$ cat config.mk
export PLATFORM = sky130hd
export DESIGN_NAME = sacl_ctrl
export DESIGN_NICKNAME = d
export VERILOG_FILES = /design/src/hdl/sacl_pkg.sv /design/src/hdl/sacl_ctrl.sv
export SDC_FILE = /design/constraint.sdc
export NUM_CORES = 1
export LEC_CHECK = 0
export BUFFER_PORTS_ARGS = -buffer_cell sky130_fd_sc_hd__clkbuf_2
export CAP_MARGIN = 20
export CORE_AREA = 2 2 39 41
export DETAILED_ROUTE_END_ITERATION = 10
export DIE_AREA = 0 0 41 43
export PLACE_DENSITY_LB_ADDON = 0.2
export SYNTH_ARGS = -nofsm -noshare
export SYNTH_HDL_FRONTEND = slang
export SYNTH_SLANG_ARGS = --single-unit
export TNS_END_PERCENT = 1
$ cat constraint.sdc
create_clock -name clk -period 1.58 [get_ports clk]
set_clock_uncertainty 0.2 [all_clocks]
set_input_delay 0 -clock clk [delete_from_list [all_inputs] [get_ports clk]]
set_output_delay 0 -clock clk [all_outputs]
set_load 0.005 [all_outputs]
$ cat src/hdl/sacl_pkg.sv
// Shared types, constants and the saturating-increment helper of the set-associative LRU lookup block.
package sacl_pkg;

    localparam int MAX_WAYS_DEF  = 8;
    localparam int MAX_LINES_DEF = 1024;
    localparam int ADDR_BITS_DEF = 32;

    localparam int GEOM_LIMIT = 10;
    localparam int SET_W      = 10;
    localparam int WAY_W      = 3;
    localparam int WCNT_W     = 4;
    localparam int DATA_W     = 32;
    localparam int OUT_W      = 72;
    localparam int PADDR_W    = 4;

    localparam logic [DATA_W-1:0] CNT_MAX = '1;

    localparam logic [1:0] REG_WAYS_LOG2   = 2'd0;
    localparam logic [1:0] REG_INDEX_BITS  = 2'd1;
    localparam logic [1:0] REG_OFFSET_BITS = 2'd2;

    localparam logic [1:0] WAYS_LOG2_RST   = 2'd0;
    localparam logic [3:0] INDEX_BITS_RST  = 4'd5;
    localparam logic [3:0] OFFSET_BITS_RST = 4'd5;

    typedef struct packed {
        logic [1:0] ways_log2;
        logic [3:0] index_bits;
        logic [3:0] offset_bits;
    } sacl_cfg_t;

    typedef enum logic [2:0] {
        ST_CLEAR,
        ST_IDLE,
        ST_BASE,
        ST_SCAN,
        ST_COMMIT,
        ST_FINISH
    } sacl_state_t;

    typedef struct packed {
        logic clear_we;
        logic capture;
        logic base_load;
        logic scan;
        logic issue;
        logic commit;
        logic load_out;
    } sacl_cmd_t;

    typedef struct packed {
        logic clear_last;
        logic issue_done;
        logic hit_now;
        logic cmp_valid;
    } sacl_status_t;

    function automatic logic [DATA_W-1:0] sat_inc(input logic [DATA_W-1:0] v);
        return (v == CNT_MAX) ? v : v + 32'd1;
    endfunction

endpackage

$ cat src/hdl/sacl_ctrl.sv
// Controller state machine: clearing pass, lookup sequencing and output handshake.
module sacl_ctrl import sacl_pkg::*; (
    input  logic         clk,
    input  logic         rst_n,
    input  logic         s_tvalid,
    output logic         s_tready,
    output logic         m_tvalid,
    input  logic         m_tready,
    input  sacl_status_t st,
    output sacl_cmd_t    cmd
);

    sacl_state_t state_reg;
    sacl_state_t state_next;
    logic        out_valid_reg;
    logic        out_valid_next;
    logic        out_free;

    assign out_free = !out_valid_reg || m_tready;

    always_ff @(posedge clk or negedge rst_n)
    begin
        if (!rst_n)
        begin
            state_reg     <= ST_CLEAR;
            out_valid_reg <= 1'b0;
        end
        else
        begin
            state_reg     <= state_next;
            out_valid_reg <= out_valid_next;
        end
    end

    always_comb
    begin
        state_next = state_reg;
        cmd        = '0;
        s_tready   = 1'b0;
        case (state_reg)
            ST_CLEAR:
            begin
                cmd.clear_we = 1'b1;
                if (st.clear_last)
                begin
                    state_next = ST_IDLE;
                end
            end
            ST_IDLE:
            begin
                s_tready = 1'b1;
                if (s_tvalid)
                begin
                    cmd.capture = 1'b1;
                    state_next  = ST_BASE;
                end
            end
            ST_BASE:
            begin
                cmd.base_load = 1'b1;
                state_next    = ST_SCAN;
            end
            ST_SCAN:
            begin
                cmd.scan  = 1'b1;
                cmd.issue = !st.issue_done && !st.hit_now;
                if (st.hit_now || (st.issue_done && st.cmp_valid))
                begin
                    state_next = ST_COMMIT;
                end
            end
            ST_COMMIT:
            begin
                cmd.commit = 1'b1;
                if (out_free)
                begin
                    cmd.load_out = 1'b1;
                    state_next   = ST_IDLE;
                end
                else
                begin
                    state_next = ST_FINISH;
                end
            end
            ST_FINISH:
            begin
                if (out_free)
                begin
                    cmd.load_out = 1'b1;
                    state_next   = ST_IDLE;
                end
            end
            default:
            begin
                state_next = ST_CLEAR;
            end
        endcase
    end

    always_comb
    begin
        if (cmd.load_out)
        begin
            out_valid_next = 1'b1;
        end
        else if (m_tready)
        begin
            out_valid_next = 1'b0;
        end
        else
        begin
            out_valid_next = out_valid_reg;
        end
    end

    assign m_tvalid = out_valid_reg;

    // A waiting result is never overwritten by the next one.
    assert property (@(posedge clk) disable iff (!rst_n)
        cmd.load_out |-> (!out_valid_reg || m_tready))
        else $error("result loaded over a beat not yet taken");

    // A hit ends the scan at once.
    assert property (@(posedge clk) disable iff (!rst_n)
        (state_reg == ST_SCAN && st.hit_now) |=> (state_reg == ST_COMMIT))
        else $error("scan did not stop on hit");

endmodule

# Word level (Yosys, flattened, before mapping)
# Index checks and enable logic that the tools add are counted.
[totals]
register_bits = 4
in_bits = 8
output_inout_bits = 9
elab_cells = 39
[op_classes]
eq_ne = 9
muxes = 17
n_reduce_logical = 11
[op_table]
columns = ["cell", "n"]
rows = [
  ["$pmux 3 s6", 1],
  ["$mux 3", 5],
  ["$mux 1", 10],
  ["$ne 2x2->1 const B", 4],
  ["$eq 3x2->1 const B", 2],
  ["$eq 3x3->1 const B", 2],
  ["$reduce_and 4->1", 1],
  ["$eq 3x1->1 const B", 1],
  ["$logic_not 1->1", 3],
  ["$logic_not 3->1", 1],
  ["$logic_and 1x1->1", 2],
  ["$logic_or 1x1->1", 2],
  ["$mux 2", 1],
  ["$reduce_bool 2->1", 1],
  ["$reduce_or 2->1", 1],
]

# Logic depth before layout (Yosys ltp)
[logic_depth]
depth_word = 5
ltp_mapped = 5
ltp_nobuf = 4

# Worst setup path before layout
# No wires, ideal clock.
[synth_path]
path_kind = "reg-to-reg"
from = "reg state_reg[0]"
to = "reg state_reg[1]"
arrival_ns = 1.153
required_time_ns = 1.248
path_slack_ns = 0.095
path_stages_with_launch = 5
n_path_buf = 1
period_less_slack_ns = 1.485
path_cell_list = "dfrtp_1 > buf_6 > nor3b_2 > and2_1 > or3b_1"
[synth_via]
elab_chain_len = 3
elab_cells_between_ends = 12
classes_between = "eq/ne: 9; mux: 1; reduce/logical: 2"
[synth_lines]
columns = ["element", "line_no", "source"]
rows = [
  ["from (decl)", "sacl_ctrl.sv:13", "sacl_state_t state_reg;"],
  ["from (signal assigned)", "sacl_ctrl.sv:30", "state_reg <= state_next;"],
  ["$eq 3x2->1 (tied with other cells)", "sacl_ctrl.sv:40", "case (state_reg)"],
  ["$ne 2x2->1 (no source line)", "--", ""],
  ["$reduce_and 4->1 (no source line)", "--", ""],
]
# Several ways; a longest one is shown, not always the timed one.
# A chain may end at the register's enable or synchronous reset.

# Worst setup path in the final report
[layout_path]
from = "reg state_reg[2]"
to = "reg state_reg[0]"
# The elaborated chain is that of the path after synthesis.

==> impl_metrics.env <==
export IMPL_status="completed"
export IMPL_p_per_area_nw_per_um2=1696
export IMPL_start_kind="register"
export IMPL_grt_pass1_vias=287
export IMPL_grt_pass1_wl_um=1145
export IMPL_reg2reg_slack_ns=0.09
export IMPL_yosysSeqAreaShare=0.3265
export IMPL_drive_gt1_frac=0.5273
export IMPL_start_util=0.2215
export IMPL_grt_setup_unrepaired="no"
export IMPL_grt_max_degree=10
export IMPL_syn_area_per_cell_um2=9.580
export IMPL_synth_fp_nets=40
export IMPL_drtPass1Iterations=3
export IMPL_max_cap_violations=0
export IMPL_met3_length_um=52
export IMPL_synth_cell_type_count=23
export IMPL_fin_crit_sh=0.9415
export IMPL_path_clk_slew_ns=0.03
export IMPL_instances_no_fill=71
export IMPL_clock_sink_count=4
export IMPL_ant_nets=0
export IMPL_root_buffer="clkbuf_4"
export IMPL_largest_reg_flops=3
export IMPL_finalSetupViolCount=0
export IMPL_final_common_cell="clkbuf_2"
export IMPL_drc_errors=0
export IMPL_crit_required_ns=1.53
export IMPL_path_max_fanout=9
export IMPL_core_rowCount=14
export IMPL_wire_per_inst_um=9.352
export IMPL_worstSetupPathType="register to register"
export IMPL_die_area_um2=1763
export IMPL_drt_wl_total_um=664
export IMPL_wl_met2_um=305
export IMPL_syn_inst=32
export IMPL_slew_headroom=0.7894
export IMPL_period_minus_slack_ns=1.488
export IMPL_hpwl_um=562.9
export IMPL_final_max_slew_viol_count=0
export IMPL_cts_tree="built"
export IMPL_p_total_uw=804.3
export IMPL_layout_nets=65
export IMPL_cp_startpoint="state_reg[2]$_DFFE_PN0P_"
export IMPL_placed_cell_area_um2=395.4
export IMPL_initialDrtViolationCount=3
export IMPL_hold_path_startpoint="m_tready"
export IMPL_fin_util=0.3427
export IMPL_critPathArrivalTime_ns=1.44
export IMPL_synth_seq_cells=4
export IMPL_die_y_um=43
export IMPL_ios=17
export IMPL_end_kind="register"
export IMPL_numPortBuffers=16
export IMPL_gr_usage_all_layers=0.09677
export IMPL_fmax_mhz=672.2
export IMPL_final_area_um2=474.2
export IMPL_hold_path_class="input pin to register"
export IMPL_diodes=0
export IMPL_mostFrequentLayoutCells="clkbuf_2, dlygate4sd3_1"
export IMPL_area_delta_synth_final_pct=54.69
export IMPL_h_tree_depth=1
export IMPL_reg2reg_from="state_reg[2]$_DFFE_PN0P_"
export IMPL_final_hold_viol_count=0
export IMPL_dp_cells=63
export IMPL_vias=302
export IMPL_tightest_slew_ns=0.3159
export IMPL_routed_top_layer="met3"
export IMPL_gp_congestion=0.6999
export IMPL_drt_met1_wl_um=306
export IMPL_numCtsBuffers=3
export IMPL_clk_latency_ns=0.23
export IMPL_chipWidth_um=41
export IMPL_vdd_drop_max_v=0.0005967
export IMPL_syn_area_um2=306.5
export IMPL_cts_buffer_depth=2
export IMPL_yosysWarnings=0
export IMPL_antenna_found_initial=0
export IMPL_avgViaCountPerCell=4.254
export IMPL_overflow=0
export IMPL_fp_coreArea_um2=1384
export IMPL_leakage_nw=0.2519
synthesized netlist by cell type:
master     instances  area (µm²)
a211o_1            1       8.760
a22oi_1            1       7.510
a2bb2oi_2          1       15.01
a31oi_1            1       6.260
and2_1             1       6.260
and2b_1            1       7.510
buf_4              2       15.01
buf_6              1       11.26
dfrtp_1            4       100.1
inv_1              3       11.26
mux2i_1            1       10.01
nand2_1            1       3.750
nand2b_1           1       6.260
nand3_1            1       5.000
nand3b_4           1       20.02
nor2_1             2       7.510
nor2b_1            1       6.260
nor3_1             3       15.01
nor3b_1            1       7.510
nor3b_2            1       12.51
o221ai_1           1       8.760
or2_2              1       6.260
or3b_1             1       8.760
stage by stage:
stage / TNS (ns) / setup WS, ns / hold slack (ns)
floorplan: 0 / 0.09494 / -0.4956
global placement: -0.01786 / -0.01081 / -0.3788
detailed placement: 0 / 0.01346 / -0.3816
CTS: 0 / 0.005961 / 0.006727
global route: 0 / 0.005425 / 0.04891
finish: 0 / 0.09244 / 0.004551
area by class of cell:
type,count,area [µm²]
clock buffers,3,22.52
repair buffers,23,142.6
well taps,16,20.02
inverters,3,11.26
fillers,150,909.6
flip-flops and latches,4,102.6
multi-input cells,22,175.2
logic make-up (layout without fill, tap and decap cells):
logic type,after synthesis,count (layout),synth area share
buf+inv,6,29,0.1224
mux,1,1,0.03265
compound gates,5,5,0.1510
flops,4,4,0.3265
simple gates,16,16,0.3674
per-layer routing:
layer,vias up,global-route usage
met5,-,0
met4,0,0.06000
met3,0,0.03141
met2,13,0.1219
met1,132,0.1368
li1,157,-
path summary, 6_finish.rpt:
path | end | cells past startpoint
max | state_reg[0]$_DFFE_PN0P_ | 4
min | state_reg[2]$_DFFE_PN0P_ | 5
max reg2reg | state_reg[0]$_DFFE_PN0P_ | 4
min reg2reg | state_reg[2]$_DFFE_PN0P_ | 2
max in group asynchronous | state_reg[0]$_DFFE_PN0P_ | 3
min in group asynchronous | state_reg[1]$_DFFE_PN0P_ | 3
report_power, final:
group	internal (mW)	total [mW]	switching, mW	leakage [nW]
sequential	0.152	0.242	0.0898	0.0484
clock	0.0845	0.120	0.0359	0.0138
combinational	0.265	0.442	0.177	0.190
worst max-delay path: stages, from the launching register on:
cell       delay (ns)
dfrtp_2          0.46
nand3b_4         0.19
a211o_1          0.31
o221ai_2         0.10
a2bb2oi_2        0.16
what timing repair did:
item | in CTS | in global routing
hold buffers | 4 | 0
gates resized for setup | 0 | 3
setup endpoints to repair | 0 | 4
endpoints found under the hold margin | 6 | 0
setup buffers | 0 | 1
Note: power is estimated with default switching activity, not from simulation.
